**config.mk**
```make
export PLATFORM = sky130hd
export DESIGN_NAME = grc_front
export DESIGN_NICKNAME = d
export VERILOG_FILES = /design/src/hw/rtl/assert_macros.svh /design/src/hw/rtl/grc_pkg.sv /design/src/hw/rtl/grc_front.sv
export SDC_FILE = /design/constraint.sdc
export NUM_CORES = 1
export LEC_CHECK = 0
export ABC_CLOCK_PERIOD_IN_PS = 11450
export BUFFER_PORTS_ARGS = -buffer_cell sky130_fd_sc_hd__buf_4
export CAP_MARGIN = 15
export CORE_ASPECT_RATIO = 1.1
export CORE_UTILIZATION = 30
export CTS_CLUSTER_DIAMETER = 150
export DETAILED_ROUTE_END_ITERATION = 7
export HOLD_SLACK_MARGIN = 0.1
export REMOVE_ABC_BUFFERS = 1
export SLEW_MARGIN = 20
export SYNTH_ARGS = -nofsm -noshare
export SYNTH_HDL_FRONTEND = slang
export SYNTH_SLANG_ARGS = --single-unit
```
**constraint.sdc**
```tcl
create_clock -name clk -period 11.45 [get_ports clk]
set_clock_uncertainty 0.2 [all_clocks]
set_input_delay 1.145 -clock clk [delete_from_list [all_inputs] [get_ports clk]]
set_output_delay 1.145 -clock clk [all_outputs]
set_load 0.005 [all_outputs]
```
**src/hw/rtl/assert_macros.svh**
```systemverilog
// assertion macros shared by the rtl files
// no dependencies; compiled out when SYNTHESIS is defined
`ifndef ASSERT_MACROS_SVH
`define ASSERT_MACROS_SVH

`ifndef SYNTHESIS

`define GRC_ASSERT(label, clk, rst_n, prop, msg) \
  label: assert property (@(posedge clk) disable iff (!rst_n) (prop)) else $error(msg);

`define GRC_NEVER(label, clk, rst_n, cond, msg) \
  label: assert property (@(posedge clk) disable iff (!rst_n) !(cond)) else $error(msg);

`else

`define GRC_ASSERT(label, clk, rst_n, prop, msg)

`define GRC_NEVER(label, clk, rst_n, cond, msg)

`endif

`endif

```
**src/hw/rtl/grc_pkg.sv**
```systemverilog
// shared constants, register indexes and types of the grid ray caster
// no dependencies
package grc_pkg;

  localparam int MAX_ROWS   = 256;
  localparam int MAX_COLS   = 256;
  localparam int MAX_WALK   = 512;
  localparam int GRID_DEPTH = MAX_ROWS * MAX_COLS;
  localparam int ADDR_W     = $clog2(GRID_DEPTH);
  localparam int ROW_W      = $clog2(MAX_ROWS);
  localparam int COL_W      = $clog2(MAX_COLS);

  localparam int DIM_W      = 9;
  localparam int CNT_W      = 10;
  localparam int DELTA_W    = 12;
  localparam int COORD_W    = 13;
  localparam int ERR_W      = 16;
  localparam int IN_DATA_W  = 48;
  localparam int OUT_DATA_W = 32;
  localparam int CFG_DATA_W = 10;
  localparam int CFG_IDX_W  = 3;

  localparam int Q_DEPTH    = 4;
  localparam int Q_PTR_W    = $clog2(Q_DEPTH);

  localparam logic [CFG_IDX_W-1:0] REG_GRID_ROWS = 3'd0;
  localparam logic [CFG_IDX_W-1:0] REG_GRID_COLS = 3'd1;
  localparam logic [CFG_IDX_W-1:0] REG_START_ROW = 3'd2;
  localparam logic [CFG_IDX_W-1:0] REG_START_COL = 3'd3;
  localparam logic [CFG_IDX_W-1:0] REG_OCC_THR   = 3'd4;
  localparam logic [CFG_IDX_W-1:0] REG_MAX_CELLS = 3'd5;

  localparam logic KIND_WRITE = 1'b0;
  localparam logic KIND_CAST  = 1'b1;

  localparam logic signed [7:0] UNKNOWN_CELL = -8'sd1;

  typedef struct packed {
    logic [DIM_W-1:0]  grid_rows;
    logic [DIM_W-1:0]  grid_cols;
    logic [7:0]        start_row;
    logic [7:0]        start_col;
    logic signed [7:0] occ_limit;
    logic [CNT_W-1:0]  max_cells;
  } grc_cfg_t;

  // one queued item: a cell write or a cast already split into major/minor axes
  typedef struct packed {
    logic                      kind;
    logic [15:0]               cell_address;
    logic signed [7:0]         cell_value;
    logic                      steep;
    logic                      neg_x;
    logic                      neg_y;
    logic [7:0]                x0;
    logic [7:0]                y0;
    logic signed [DELTA_W-1:0] x1;
    logic [DELTA_W-1:0]        dmaj;
    logic [DELTA_W-1:0]        dmin;
  } grc_item_t;

endpackage

```
**src/hw/rtl/grc_front.sv**
```systemverilog
// front end: takes input transfers and classifies casts into bresenham set-up
// depends on grc_pkg
module grc_front import grc_pkg::*; (
  input  logic                 clk,
  input  logic                 rst_n,
  input  logic                 in_tvalid,
  output logic                 in_tready,
  input  logic [IN_DATA_W-1:0] in_tdata,
  input  logic                 in_tuser,
  input  grc_cfg_t             cfg,
  output logic                 item_vld,
  input  logic                 item_rdy,
  output grc_item_t            item
);

  logic                      stg_vld_r;
  grc_item_t                 item_r;
  grc_item_t                 item_nxt;
  logic signed [DELTA_W-1:0] t_row;
  logic signed [DELTA_W-1:0] t_col;
  logic signed [COORD_W-1:0] dx;
  logic signed [COORD_W-1:0] dy;
  logic signed [COORD_W-1:0] ndx;
  logic signed [COORD_W-1:0] ndy;
  logic [DELTA_W-1:0]        adx;
  logic [DELTA_W-1:0]        ady;
  logic                      steep;

  assign in_tready = !stg_vld_r || item_rdy;
  assign item_vld  = stg_vld_r;
  assign item      = item_r;

  assign t_row = $signed(in_tdata[35:24]);
  assign t_col = $signed(in_tdata[47:36]);
  assign dx    = {t_col[DELTA_W-1], t_col} - $signed({5'b0, cfg.start_col});
  assign dy    = {t_row[DELTA_W-1], t_row} - $signed({5'b0, cfg.start_row});
  assign ndx   = -dx;
  assign ndy   = -dy;
  assign adx   = dx[COORD_W-1] ? ndx[DELTA_W-1:0] : dx[DELTA_W-1:0];
  assign ady   = dy[COORD_W-1] ? ndy[DELTA_W-1:0] : dy[DELTA_W-1:0];
  assign steep = ady >= adx;

  always_comb begin
    item_nxt.kind         = in_tuser;
    item_nxt.cell_address = in_tdata[15:0];
    item_nxt.cell_value   = $signed(in_tdata[23:16]);
    item_nxt.steep        = steep;
    if (steep) begin
      item_nxt.x0    = cfg.start_row;
      item_nxt.y0    = cfg.start_col;
      item_nxt.x1    = t_row;
      item_nxt.neg_x = dy[COORD_W-1];
      item_nxt.neg_y = dx[COORD_W-1];
      item_nxt.dmaj  = ady;
      item_nxt.dmin  = adx;
    end else begin
      item_nxt.x0    = cfg.start_col;
      item_nxt.y0    = cfg.start_row;
      item_nxt.x1    = t_col;
      item_nxt.neg_x = dx[COORD_W-1];
      item_nxt.neg_y = dy[COORD_W-1];
      item_nxt.dmaj  = adx;
      item_nxt.dmin  = ady;
    end
  end

  always_ff @(posedge clk) begin
    if (!rst_n) begin
      stg_vld_r <= 1'b0;
    end else if (in_tready) begin
      stg_vld_r <= in_tvalid;
    end
  end

  always_ff @(posedge clk) begin
    if (in_tvalid && in_tready) begin
      item_r <= item_nxt;
    end
  end

endmodule

```
# After elaboration in Yosys (flattened, before gate mapping)
# Index checks and enable logic that the tools add are counted.
[op_classes]
n_addsub = 4
magnitude_cmp = 1
mux = 3
reduce_logical = 3
[op_table]
columns = ["operator", "count"]
rows = [
  ["54-bit two-way mux", 1],
  ["12-bit by 9-bit subtractor with 13-bit output", 2],
  ["12-bit two-way mux", 2],
  ["12-bit negation", 2],
  ["12-bit greater-or-equal comparator", 1],
  ["1-bit logical AND", 1],
  ["1-bit logical NOT", 1],
  ["1-bit logical OR", 1],
]
[word_totals]
regBits = 81
output_inout_bits = 82
word_cells = 23

# Longest topological paths before layout
[logic_depth]
depth_word = 5
ltp_mapped = 21
depth_no_buf = 19

# Worst setup path after synthesis
# OpenSTA, ideal clock, no wires.
[synth_timing]
kind = "input-to-reg"
startpoint = "input port in_tdata[36]"
endpoint = "register item_r (netlist bit item[23]) (data pin)"
arrival_ns = 4.563
required_ns = 10.981
slack_ns = 6.419
path_stages = 19
n_path_buf = 3
cell_sequence = "inv_1 > ha_1 > fa_1 > nor2b_1 > o2111ai_1 > a31oi_1 > nor2_1 > or2_1 > clkbuf_1 > a21oi_1 > ha_1 > a21o_1 > a21o_1 > a21oi_1 > o211a_1 > o21a_1 > buf_2 > clkbuf_1 > mux2i_1"
[synth_lines]
columns = ["element", "line", "rtl"]
rows = [
  ["from (decl)", "grc_front.sv:8", "input logic [IN_DATA_W-1:0] in_tdata,"],
  ["to (signal assigned)", "grc_front.sv:77", "item_r <= item_nxt;"],
  ["to (decl)", "grc_front.sv:17", "grc_item_t item_r;"],
]

==> summary.md <==
| Metric | Value |
|---|---|
| Cell count after synthesis | `431` |
| Synth Area in Compound Gates | `0.136` |
| Final Wtd Congestion | `0.767` |
| Share of the synthesized area in the top cell type | `0.503` |
| Synth top area cells | `edfxtp_1 (50%), ha_1 (7.9%), nand2_1 (4.0%), xor2_1 (3.3%), xnor2_1 (2.7%)` |
| Die ar. | `~0.016 sq mm` |
| Post-CTS Setup Inserts | `0` |
| Num CTS Buffers | `9` |
| H-Tree Depth | `3` |
| Finish-stage setup viols | `0` |
| Final Max Tran Viols | `0` |
| Pwr Density | `roughly 170 mW/mm^2` |
| Minimum clock period | `slightly above 6 ns` |
| Combinational family with the most area after synthesis | `compound AO/OA/AOI/OAI gates` |
| First-pass iteration count of the detailed router | `4` |
| Leakage | `around 2.8 nW` |
| CTS tree | `built` |
| Pre-CTS WS | `around 5 ns` |
| Max-Cap Viols | `0` |
| Die width | `between 100 and 150 um` |
| Internal Power | `around 0.74 mW` |
| Wire per inst | `14.8 um` |
| Ports | `roughly 190` |
| Max IR drop VDD | `a little under 0.00007 V` |
| Total power | `1.07 mW` |
| Mux share of post-synthesis cell area | `0.0463` |
| Synth Warn # | `0` |
| Worst rel slew slack | `0.307` |
| Die H | `~130 um` |
| Min Hold Slack | `about 0.35 ns` |
| Hpwl dp | `~9000 um` |
| Final Util | `0.411` |
| Seq cells post-synth | `between 80 and 90` |
| P_sw | `0.331 mW` |
| ANT cells | `0` |
| XOR/XNOR Fraction of Synth Area | `0.0696` |
| Post-synth ARST share | `0` |
| Initial antenna violation count | `0` |
| Core Region | `around 0.016 sq mm` |
| Fin. Hold Viols | `0` |
| Share of total power in combinational logic | `0.350` |
| Unrepaired setup endpoints after global routing | `no` |
| Maximum clock rate | `approximately 0.16 GHz` |
| Buffers on Ports | `150` |
| Initial drt markers | `approximately 110` |
| Remaining antenna violation count | `0` |
| Flop pwr share | `0.385` |
| Synth cell count leaders | `edfxtp_1 (80), nand2_1 (51), inv_1 (31)` |
| Leading area contributor after synthesis | `edfxtp_1` |
| Vias per inst | `4.61` |
| Post-CTS Resized | `0` |
| Post-synthesis simple-gate area fraction | `0.120` |
| Most frequent cell after synthesis | `edfxtp_1` |
| Initial Utilization | `0.306` |
| Final period utilization | `0.534` |
| Clk_lat worst skew | `0.34 ns` |
| Crit. End Element | `flop` |
| Finished Layout Cells | `787` |
| Worst EP arrival | `between 6 and 7 ns` |
| Post-synthesis sequential area ratio | `0.507` |
| Finished Cell Area | `0.00641 sq mm` |
| Critical path data required time | `about 11 ns` |
| Final worst slack | `roughly 5.3 ns` |
| Switching Share | `0.308` |
| DR vias | `3630` |
| Largest net degree at the start of global routing | `81` |
| Root buf cell | `clkbuf_16` |
| TNS Setup | `0 ns` |
| Post-Syn Area | `between 0.004 and 0.005 sq mm` |
| GRT Overall Usage | `0.145` |
| CTS clk-pin slew, worst paths | `around 0.060 ns` |
| Status | `finished, final reports clean` |
| Final wirelength | `roughly 12000 um` |
| # rows | `between 40 and 50` |
| Worst-path fanout max | `between 50 and 60` |
| CTS Sinks | `a little over 80` |
| Ys flop type | `edfxtp_1` |
| Worst-Margin Slew | `1.04 ns` |
| Drt drc | `0` |
| Gr ovfl total | `0` |
| Netlist cell types | `60` |
| Maximum clock insertion buffer count | `2` |
| Clock Power Share | `0.265` |
| Crit start category | `input port` |
| EDFF count, synth | `80` |
| Share of layout cells above drive strength 1 | `0.322` |
| Placed Area | `0.00612 sq mm` |
| Vias in the first global route | `about 3700` |
| Syn Area/Cell | `11.1 sq um` |
| First-pass GRT wire length | `18200 um` |
| Adder-Cell Fraction of Synth Area | `0.0869` |
| Crit Path Category | `input port to flop` |
| Final #Nets | `~700` |
| Placed cell count | `slightly below 800` |
| Worst Hold Class | `flop to flop` |
| Area grow syn2layout | `34.1%` |
| Hold_buf cts | `0` |
[critical path: stages]
cell and delay, ns:
buf_4 0.09, inv_1 0.03, ha_1 0.22, fa_1 0.41, nor2b_1 0.18, o2111ai_1 0.20
a31oi_1 0.37, nor2_1 0.14, nor2_1 0.46, nor2_1 0.12, xor2_1 0.29, ha_1 0.31
a21oi_1 0.15, nor2b_1 0.05, o21ai_0 0.14, o211a_1 0.19, o21a_2 0.13, buf_4 0.49
inv_2 0.45, mux2_2 0.39
[worst paths after layout]
path	startpoint	endpoint	slack (ns)	cells past startpoint
worst min-delay path	item_vld$_SDFFE_PN0N_	item_vld$_SDFFE_PN0N_	0.35	2
worst max-delay path	in_tdata[36]	item[31]$_DFFE_PP_	5.33	20
worst min register to register	item_vld$_SDFFE_PN0N_	item_vld$_SDFFE_PN0N_	0.35	2
worst max register to register	item_vld$_SDFFE_PN0N_	item[59]$_DFFE_PP_	9.57	2
[cell families after synthesis]
group / count (synthesis)
AOI/OAI and AO/OA: 97
xor gates and xnor gates: 35
adders and majority gates: 32
buffers and inverters: 43
DFF: 81
muxes: 21
and+or+nand+nor: 122
[layout by cell type, fill, tap and decap left out, drive strengths merged, types with 3 or more instances in the layout]
| master | instances |
|---|---|
| a21o | 4 |
| a21oi | 23 |
| a22oi | 3 |
| a31oi | 3 |
| buf | 151 |
| clkbuf | 11 |
| clkinv | 4 |
| edfxtp | 80 |
| ha | 30 |
| inv | 32 |
| mux2 | 9 |
| mux2i | 12 |
| nand2 | 51 |
| nand2b | 4 |
| nand3 | 7 |
| nor2 | 29 |
| nor2b | 4 |
| nor3 | 11 |
| o21a | 5 |
| o21ai | 35 |
| o31ai | 7 |
| or2 | 3 |
| xnor2 | 16 |
| xor2 | 19 |
[registers in the layout, indices dropped and copies added, names as in the netlist]
signal and count:
item 80, item_vld 1
[power by group through the flow]
stage / sequential [mW] / clock [mW] / combinational [mW]
after floorplan: 0.426 / 0 / 0.218
after global routing: 0.420 / 0.302 / 0.423
after global placement: 0.420 / 0 / 0.375
after CTS: 0.415 / 0.295 / 0.382
final: 0.414 / 0.285 / 0.376
after detailed placement: 0.421 / 0 / 0.381
[metal layers]
metal,share of wire,GRT usage,vias up
met5,0,0,-
met3,0.058,0.0310,15
met1,0.43,0.172,1648
li1,-,-,1855
met4,0.022,0.0711,0
met2,0.48,0.247,112
[area by class of cell]
type / instances / area, sq um
clock buffer: 11 / 233
clock inverter: 5 / 56.3
fill: 1535 / 9200
inverter: 32 / 120
multi-input combinational: 307 / 2200
sequential: 81 / 2420
tap: 200 / 250
timing repair buffer: 151 / 1130
Power figures use the tool's default switching activity.
