===== src/hw/rtl/assert_macros.svh =====
// assertion macros shared by the rtl files
// no dependencies; compiled out when SYNTHESIS is defined
`ifndef ASSERT_MACROS_SVH
`define ASSERT_MACROS_SVH

`ifndef SYNTHESIS

`define GRC_ASSERT(label, clk, rst_n, prop, msg) \
  label: assert property (@(posedge clk) disable iff (!rst_n) (prop)) else $error(msg);

`define GRC_NEVER(label, clk, rst_n, cond, msg) \
  label: assert property (@(posedge clk) disable iff (!rst_n) !(cond)) else $error(msg);

`else

`define GRC_ASSERT(label, clk, rst_n, prop, msg)

`define GRC_NEVER(label, clk, rst_n, cond, msg)

`endif

`endif


===== src/hw/rtl/grc_pkg.sv =====
// shared constants, register indexes and types of the grid ray caster
// no dependencies
package grc_pkg;

  localparam int MAX_ROWS   = 256;
  localparam int MAX_COLS   = 256;
  localparam int MAX_WALK   = 512;
  localparam int GRID_DEPTH = MAX_ROWS * MAX_COLS;
  localparam int ADDR_W     = $clog2(GRID_DEPTH);
  localparam int ROW_W      = $clog2(MAX_ROWS);
  localparam int COL_W      = $clog2(MAX_COLS);

  localparam int DIM_W      = 9;
  localparam int CNT_W      = 10;
  localparam int DELTA_W    = 12;
  localparam int COORD_W    = 13;
  localparam int ERR_W      = 16;
  localparam int IN_DATA_W  = 48;
  localparam int OUT_DATA_W = 32;
  localparam int CFG_DATA_W = 10;
  localparam int CFG_IDX_W  = 3;

  localparam int Q_DEPTH    = 4;
  localparam int Q_PTR_W    = $clog2(Q_DEPTH);

  localparam logic [CFG_IDX_W-1:0] REG_GRID_ROWS = 3'd0;
  localparam logic [CFG_IDX_W-1:0] REG_GRID_COLS = 3'd1;
  localparam logic [CFG_IDX_W-1:0] REG_START_ROW = 3'd2;
  localparam logic [CFG_IDX_W-1:0] REG_START_COL = 3'd3;
  localparam logic [CFG_IDX_W-1:0] REG_OCC_THR   = 3'd4;
  localparam logic [CFG_IDX_W-1:0] REG_MAX_CELLS = 3'd5;

  localparam logic KIND_WRITE = 1'b0;
  localparam logic KIND_CAST  = 1'b1;

  localparam logic signed [7:0] UNKNOWN_CELL = -8'sd1;

  typedef struct packed {
    logic [DIM_W-1:0]  grid_rows;
    logic [DIM_W-1:0]  grid_cols;
    logic [7:0]        start_row;
    logic [7:0]        start_col;
    logic signed [7:0] occ_limit;
    logic [CNT_W-1:0]  max_cells;
  } grc_cfg_t;

  // one queued item: a cell write or a cast already split into major/minor axes
  typedef struct packed {
    logic                      kind;
    logic [15:0]               cell_address;
    logic signed [7:0]         cell_value;
    logic                      steep;
    logic                      neg_x;
    logic                      neg_y;
    logic [7:0]                x0;
    logic [7:0]                y0;
    logic signed [DELTA_W-1:0] x1;
    logic [DELTA_W-1:0]        dmaj;
    logic [DELTA_W-1:0]        dmin;
  } grc_item_t;

endpackage


===== src/hw/rtl/grc_queue.sv =====
// short item queue between the front end and the ray walker
// depends on grc_pkg
module grc_queue import grc_pkg::*; (
  input  logic      clk,
  input  logic      rst_n,
  input  logic      push_vld,
  output logic      push_rdy,
  input  grc_item_t push_item,
  output logic      pop_vld,
  input  logic      pop_rdy,
  output grc_item_t pop_item
);

  grc_item_t          ent_r [Q_DEPTH];
  logic [Q_PTR_W-1:0] wr_ptr_r;
  logic [Q_PTR_W-1:0] rd_ptr_r;
  logic [Q_PTR_W:0]   fill_r;
  logic               do_push;
  logic               do_pop;

  assign push_rdy = fill_r != (Q_PTR_W + 1)'(Q_DEPTH);
  assign pop_vld  = fill_r != '0;
  assign pop_item = ent_r[rd_ptr_r];
  assign do_push  = push_vld && push_rdy;
  assign do_pop   = pop_vld && pop_rdy;

  always_ff @(posedge clk) begin
    if (!rst_n) begin
      wr_ptr_r <= '0;
      rd_ptr_r <= '0;
      fill_r   <= '0;
    end else begin
      if (do_push) begin
        wr_ptr_r <= wr_ptr_r + 1'b1;
      end
      if (do_pop) begin
        rd_ptr_r <= rd_ptr_r + 1'b1;
      end
      if (do_push && !do_pop) begin
        fill_r <= fill_r + 1'b1;
      end else if (do_pop && !do_push) begin
        fill_r <= fill_r - 1'b1;
      end
    end
  end

  always_ff @(posedge clk) begin
    if (do_push) begin
      ent_r[wr_ptr_r] <= push_item;
    end
  end

endmodule


===== config.mk =====
export PLATFORM = sky130hd
export DESIGN_NAME = grc_queue
export DESIGN_NICKNAME = d
export VERILOG_FILES = /design/src/hw/rtl/assert_macros.svh /design/src/hw/rtl/grc_pkg.sv /design/src/hw/rtl/grc_queue.sv
export SDC_FILE = /design/constraint.sdc
export NUM_CORES = 1
export LEC_CHECK = 0
export BUFFER_PORTS_ARGS = -buffer_cell sky130_fd_sc_hd__buf_2
export CAP_MARGIN = 30
export CORE_ASPECT_RATIO = 1.2
export CORE_UTILIZATION = 35
export DETAILED_ROUTE_END_ITERATION = 10
export MAX_ROUTING_LAYER = met4
export PLACE_DENSITY = 0.59
export SLEW_MARGIN = 0
export SYNTH_ARGS = -nofsm -noshare
export SYNTH_HDL_FRONTEND = slang
export SYNTH_SLANG_ARGS = --single-unit

===== constraint.sdc =====
create_clock -name clk -period 4.1 [get_ports clk]
set_input_delay 0.41 -clock clk [delete_from_list [all_inputs] [get_ports clk]]
set_output_delay 0.41 -clock clk [all_outputs]
set_load 0.1 [all_outputs]

After elaboration in Yosys (flattened, before gate mapping)

Memory sizes are Yosys's and may differ from the RTL's. A register that Yosys moved wholly into a read port is not among the register bits.
Index checks and enable logic that the tools add are counted.

Register bits after elaboration: 7
Memory bits (writable): 320
Memories: 1
Input bits: 84
Logic and storage cells: 23

Equality and inequality tests: 1
Add/subtract/negate cells: 4
Reduce and logical (&&, ||, !) cells: 8
Mux-type cells: 6

Memory list:

| memory | words | bits a word | rd ports | clocked after memory_dff | wr ports | RTL line        | RTL |
|---|---|---|---|---|---|---|---|
| ent_r  | 4     | 80          | 1        | 1                        | 1        | grc_queue.sv:14 | `grc_item_t ent_r [Q_DEPTH];` |

Operators by type and width:

| cell                  | count |
|---|---|
| $mux W3               | 2 |
| $add A2 B1 Y2 const B | 2 |
| $logic_and A1 B1 Y1   | 4 |
| $mux W2               | 2 |
| $add A3 B1 Y3 const B | 1 |
| $ne A3 B3 Y1 const B  | 1 |
| $reduce_bool A3 Y1    | 1 |
| $sub A3 B1 Y3 const B | 1 |
| $logic_not A1 Y1      | 2 |
| $mux W1               | 2 |
| $reduce_bool A2 Y1    | 1 |

Depth between registers and ports, before layout

Gate-level depths: netlist of the first run.

Word-level depth: 6
Mapped depth: 8

Least setup slack after synthesis of the first run

No wires, ideal clock.

Path type: register to register
Start point: register fill_r[0]
End point: memory ent_r[0][0] (netlist bit), enable pin
Cell stages (with the launch flop): 4
Buffers on the path: 0
Clock period less this slack: 3.155 ns
Setup slack: 0.945 ns
Data arrival time: 2.708 ns
Cells stage by stage: dfxtp_1 > nor2_1 > a21boi_2 > and2_1

Cells in the longest elaborated chain, start to end: 4

RTL lines:

| item                          | RTL line        | RTL |
|---|---|---|
| from (decl)                   | grc_queue.sv:17 | `logic [Q_PTR_W:0] fill_r;` |
| from (signal assigned)        | grc_queue.sv:40 | `fill_r <= fill_r + 1'b1;` |
| from (signal assigned)        | grc_queue.sv:42 | `fill_r <= fill_r - 1'b1;` |
| $ne A3 B3 Y1                  | grc_queue.sv:21 | `assign push_rdy = fill_r != (Q_PTR_W + 1)'(Q_DEPTH);` |
| $logic_and A1 B1 Y1           | grc_queue.sv:24 | `assign do_push = push_vld && push_rdy;` |
| via do_push                   | grc_queue.sv:18 | `logic do_push;` |
| $mux W1                       | grc_queue.sv:48 | `if (do_push) begin` |
| $mux W1 (implied by the code) | grc_queue.sv:49 | `ent_r[wr_ptr_r] <= push_item;` |
| to (decl)                     | grc_queue.sv:14 |  |

The timed path passes the listed nets, and every way through them passes these cells.

==> results of run 1 <==
==> metrics by stage <==
step           worst slack, ps  instances  instance area (sq um)
6_report                  1120       1145                  14600
3_5_place_dp              1550       1081                  13400
3_3_place_gp              1560       1079                  13400
2_1_floorplan              945        466                  12100
5_1_grt                    919       1144                  14600
4_1_cts                   1000       1142                  14600
==> cells in the mapped netlist, types with 2 or more instances <==
cell / number / area (sq um)
buf_12: 8 / 160
nand2_1: 5 / 18.8
ha_1: 5 / 62.6
xnor2_1: 3 / 26.3
mux2i_1: 3 / 30.0
or3_1: 2 / 12.5
dfxtp_1: 9 / 180
inv_1: 3 / 11.3
mux4_2: 80 / 1800
and2_1: 8 / 50.1
buf_2: 8 / 40.0
edfxtp_1: 320 / 9610
==> sequential cells by signal, summed over array words and instances, names as in the netlist, named ones only <==
register and count:
ent_r 320, fill_r 3, rd_ptr_r 2, wr_ptr_r 2
==> kinds of logic (layout without fill, tap and decap cells) <==
| family | Yosys count | count (layout) | synth area share (%) |
|---|---|---|---|
| adder cells (fa/ha/maj) | 6 | 6 | 0.682 |
| AO/OA/AOI/OAI | 5 | 5 | 0.372 |
| XOR/XNOR | 4 | 4 | 0.289 |
| buffers and inverters | 22 | 242 | 1.90 |
| multiplexers | 83 | 83 | 15.1 |
| flip-flops | 329 | 329 | 80.9 |
| AND/OR/NAND/NOR | 17 | 17 | 0.755 |
| other | 0 | 3 | 0 |
==> worst register-to-register path: stages, from the launching register on <==
cell      delay (ps)
dfxtp_1          470
nor2_1           110
a21boi_2         360
and2_4           800
buf_4            420
==> layer usage <==
layer	part of all wire, %	up-vias	GRT usage [%]
li1	-	2391	-
met1	39	2767	15.0
met2	52	156	21.9
met3	6.6	43	3.94
met4	1.8	0	4.42
met5	0	-	-
==> worst min-delay path by stage <==
stage,end,from,slack (ps),depth (start not counted)
floorplan,wr_ptr_r[1]$_SDFFE_PN0P_,wr_ptr_r[1]$_SDFFE_PN0P_,470,2
global placement,wr_ptr_r[0]$_SDFFE_PN0P_,wr_ptr_r[0]$_SDFFE_PN0P_,480,2
detailed placement,wr_ptr_r[1]$_SDFFE_PN0P_,wr_ptr_r[1]$_SDFFE_PN0P_,500,2
CTS,ent_r[2][51]$_DFFE_PP_,push_item[51],80,1
global route,ent_r[2][51]$_DFFE_PP_,push_item[51],90,1
finish,ent_r[0][66]$_DFFE_PP_,push_item[66],110,1
==> area by class of cell <==
type	count	area (sq um)
multi-input cells	115	2100
clock inverters	20	201
inverters	3	11.3
clock buffers	41	941
repair buffers	178	973
fillers	3020	19500
well taps	456	571
diodes	3	7.51
flip-flops and latches	329	9800
==> impl_metrics.toml, run 1 <==
[worst_setup_path]
max_stage_delay_ps = 730
cp_top_family = "flip-flops"
r2r_slack_ps = 1610
cp_max_fo = 37
r2r-start = "fill_r[0]$_SDFFE_PN0P_"
crit_required_ps = 3690
endpoint_kind = "output port"
worst-r2r-cell-count = 4
slowest_stage = "dfxtp_4"
path_buf_inv = 2
cp_num_cells = 3
crit_chain = "buf_12 -> mux4_2 -> buf_2"
timing.rr.end = "ent_r[3][9]$_DFFE_PP_"
start_kind = "register"
crit_end = "pop_item[34]"
path_class = "register to output port"
worstPathArrival_ps = 2570

[final_layout]
nets = 751
drive_gt1_share_pct = 45.9
syn_to_final_growth_pct = 20.6
final_cell_mix = "edfxtp_1, buf_2, mux4_2, clkbuf_16, buf_4"
final_common_cell = "edfxtp_1"
fin_util_pct = 42.8

[detailed_routing]
drt_wl_total_um = 22000
wl_per_cell_um = 19.2
num_vias = 5357
avgViaCountPerCell = 4.68
detail-route-antenna-nets = 0
dr.first_iter.drc_count = 339
dr.pass1.iters = 4
drc = 0

[clock_tree]
post_cts_buffers = 0
cts_tree = "done"
worstSkewPairLatency_ps = 510
cts_buffers = 34
clockRootBuffer = "clkbuf_16"
path_clk_slew_ps = 60
cts_resized = 0
htreeDepth = 2
cts.sinks = 329
clockBufferDepth = 3
hold_buffers = 0

[floorplan]
die_width_um = 172
dieArea_sq_um = 35300
rows = 74
start_util_pct = 35.5
die_h_um = 206
io_pins = 166
core_sq_um = 34100

[global_route]
grt_pass1_vias = 6068
grt_pass1_wl_um = 33400
antenna_found_initial = 2
grt_max_degree = 55
grt_usage_pct = 13.1
overflow = 0

[synthesis]
ys_seq_elements = 329
syn_inst = 466
syn_nets = 556
syn_avg_cell_area_sq_um = 26.0
seq_area_frac_synth_pct = 80.9
async_flop_share_pct = 0
ys.flop_type = "edfxtp_1"
synth_warnings = 0
netlist_area_sq_um = 12100
yosysUniqueCellTypes = 24
synth_edf_count = 320

[sta]
fmax_ghz = 0.336
rsz0062_at_grt = "false"
max_slew_margin_pct = 42.0
finalSetupViolCount = 0
skew_ps = 6.74
fin_setup_tns_ps = 0
timing.final.crit_share_pct = 72.6
drv_slew = 0
whs_ps = 114
hold_viol = 0
worst_slew_pin_slew_ps = 870
period_needed_ps = 2980

[placement]
place_congestion = 0.725
numPortBuffers = 165
hpwl_um = 13500

[outcome]
outcome = "complete, no violations"

[run]
cap_violations = 0

[min_path]
hp-class = "input pin to register"
Power of run 1 is not shown: default switching activity piles up to over one toggle a cycle in this logic, so the estimate is an artifact.
==> inputs of run 2 (changes only) <==
- clock period: 4.1 -> 2.8 ns (I/O delays scaled with it)
==> impl_metrics.toml, run 2 (same netlist as run 1, synthesis figures left out) <==
[outcome]
outcome = "complete, no violations"

[clock_tree]
cts.sinks = 329
cts_resized = 0
post_cts_buffers = 0
worstSkewPairLatency_ps = 500
path_clk_slew_ps = 60
hold_buffers = 80
cts_buffers = 34
cts_tree = "done"
htreeDepth = 2
clockRootBuffer = "clkbuf_16"
clockBufferDepth = 3

[final_layout]
fin_cells = 1227
n_fill_cell = 2924
largestRegisters = "ent_r (320), fill_r (3)"
final_common_cell = "edfxtp_1"
syn_to_final_growth_pct = 27.4
fin_util_pct = 45.3
final_cell_mix = "edfxtp_1, buf_2, mux4_2, dlygate4sd3_1, clkbuf_16"
top_register = "ent_r"
nets = 836
drive_gt1_share_pct = 41.3
largest_reg_flops = 320

[sta]
whs_ps = 118
drv_slew = 0
fmax_ghz = 0.383
skew_ps = 6.73
period_needed_ps = 2610
hold_viol = 0
worst_slew_pin_slew_ps = 586
timing.final.crit_share_pct = 93.3
fin_setup_tns_ps = 0
finalSetupViolCount = 0
max_slew_margin_pct = 60.9
rsz0062_at_grt = "false"

[detailed_routing]
detail-route-antenna-nets = 0
drt_wl_total_um = 23900
num_vias = 5703
drc = 0
avgViaCountPerCell = 4.65
wl_per_cell_um = 19.4
dr.first_iter.drc_count = 280
dr.pass1.iters = 6

[run]
cap_violations = 0

[floorplan]
core_sq_um = 34100
die_h_um = 206
die_width_um = 172
io_pins = 166
dieArea_sq_um = 35300
start_util_pct = 35.5
rows = 74

[pwr]
ir_drop_mv = 0.814
p_leak_nw = 5.20
power.density_nw_per_um2 = 1130
finalPower_mw = 17.4

[global_route]
grt_usage_pct = 14.1
grt_pass1_wl_um = 35800
overflow = 0
antenna_found_initial = 1
grt_pass1_vias = 6346
grt_max_degree = 44

[worst_setup_path]
endpoint_kind = "output port"
path_buf_inv = 2
cp_top_family = "flip-flops"
slowest_stage = "dfxtp_4"
crit_chain = "buf_4 -> mux4_2 -> buf_2"
crit_required_ps = 2520
cp_max_fo = 18
start_kind = "register"
path_class = "register to output port"
worstPathArrival_ps = 2330
max_stage_delay_ps = 630
r2r_slack_ps = 400

[placement]
numPortBuffers = 165
hpwl_um = 14500
place_congestion = 0.713
place_inst = 1086

[min_path]
hp-class = "input pin to register"
## run 2: cell count changes in the layout (fill, tap and decap cells not counted), sizes merged
cell and change:
bufinv -4, clkinvlp -1, clkinv -3, diode -2
buf +5, clkbuf +8, dlygate4sd3 +80, inv -1
## run 2: report_power, final
group          switching, mW  internal (mW)  leakage, nW
clock                   1.70           2.53        0.527
sequential             0.250           5.98         3.01
combinational           5.39           1.57         1.66
total                   7.34           10.1         5.20
## run 2: worst reg2reg max path, delay by kind of cell (launching register included)
family                   cells  cell delay, ps
adder cells (fa/ha/maj)      2             670
XOR/XNOR                     1             170
AO/OA/AOI/OAI                2             550
AND/OR/NAND/NOR              2             420
buffers and inverters        1              70
flip-flops                   1             460
## run 2: layout make-up
| cell class | count | area (sq um) | share of cell area (%) |
|---|---|---|---|
| multi-input combinational | 115 | 2100 | 13.6 |
| sequential | 329 | 9800 | 63.5 |
| inverter | 3 | 11.3 | 0.0730 |
| tap | 456 | 571 | 3.70 |
| clock inverter | 11 | 51.3 | 0.333 |
| clock buffer | 49 | 1020 | 6.63 |
| antenna | 1 | 2.50 | 0.0162 |
| timing repair buffer | 263 | 1870 | 12.2 |
## run 2: path summary, 6_finish.rpt
path         cells past startpoint                        to                     start
min                              2                  register                     rst_n
max                              3              pop_item[79]                  register
max reg2reg                      8    fill_r[2]$_SDFFE_PN0P_    fill_r[0]$_SDFFE_PN0P_
min reg2reg                      2  wr_ptr_r[0]$_SDFFE_PN0P_  wr_ptr_r[0]$_SDFFE_PN0P_
## run 2: through the flow
step	setup slack [ps]	area, sq um
floorplan	517	12100
global placement	573	13500
detailed placement	407	13500
CTS	128	15400
global route	53.0	15400
finish	187	15400
## run 2: metal layers
metal	GRT usage (%)	up-vias	share of wire (%)
met3	3.33	33	5.1
met1	15.9	2974	39
met4	4.01	0	1.8
li1	-	2554	-
met2	24.9	142	54
met5	-	-	0
(Power assumes the default switching activity.)
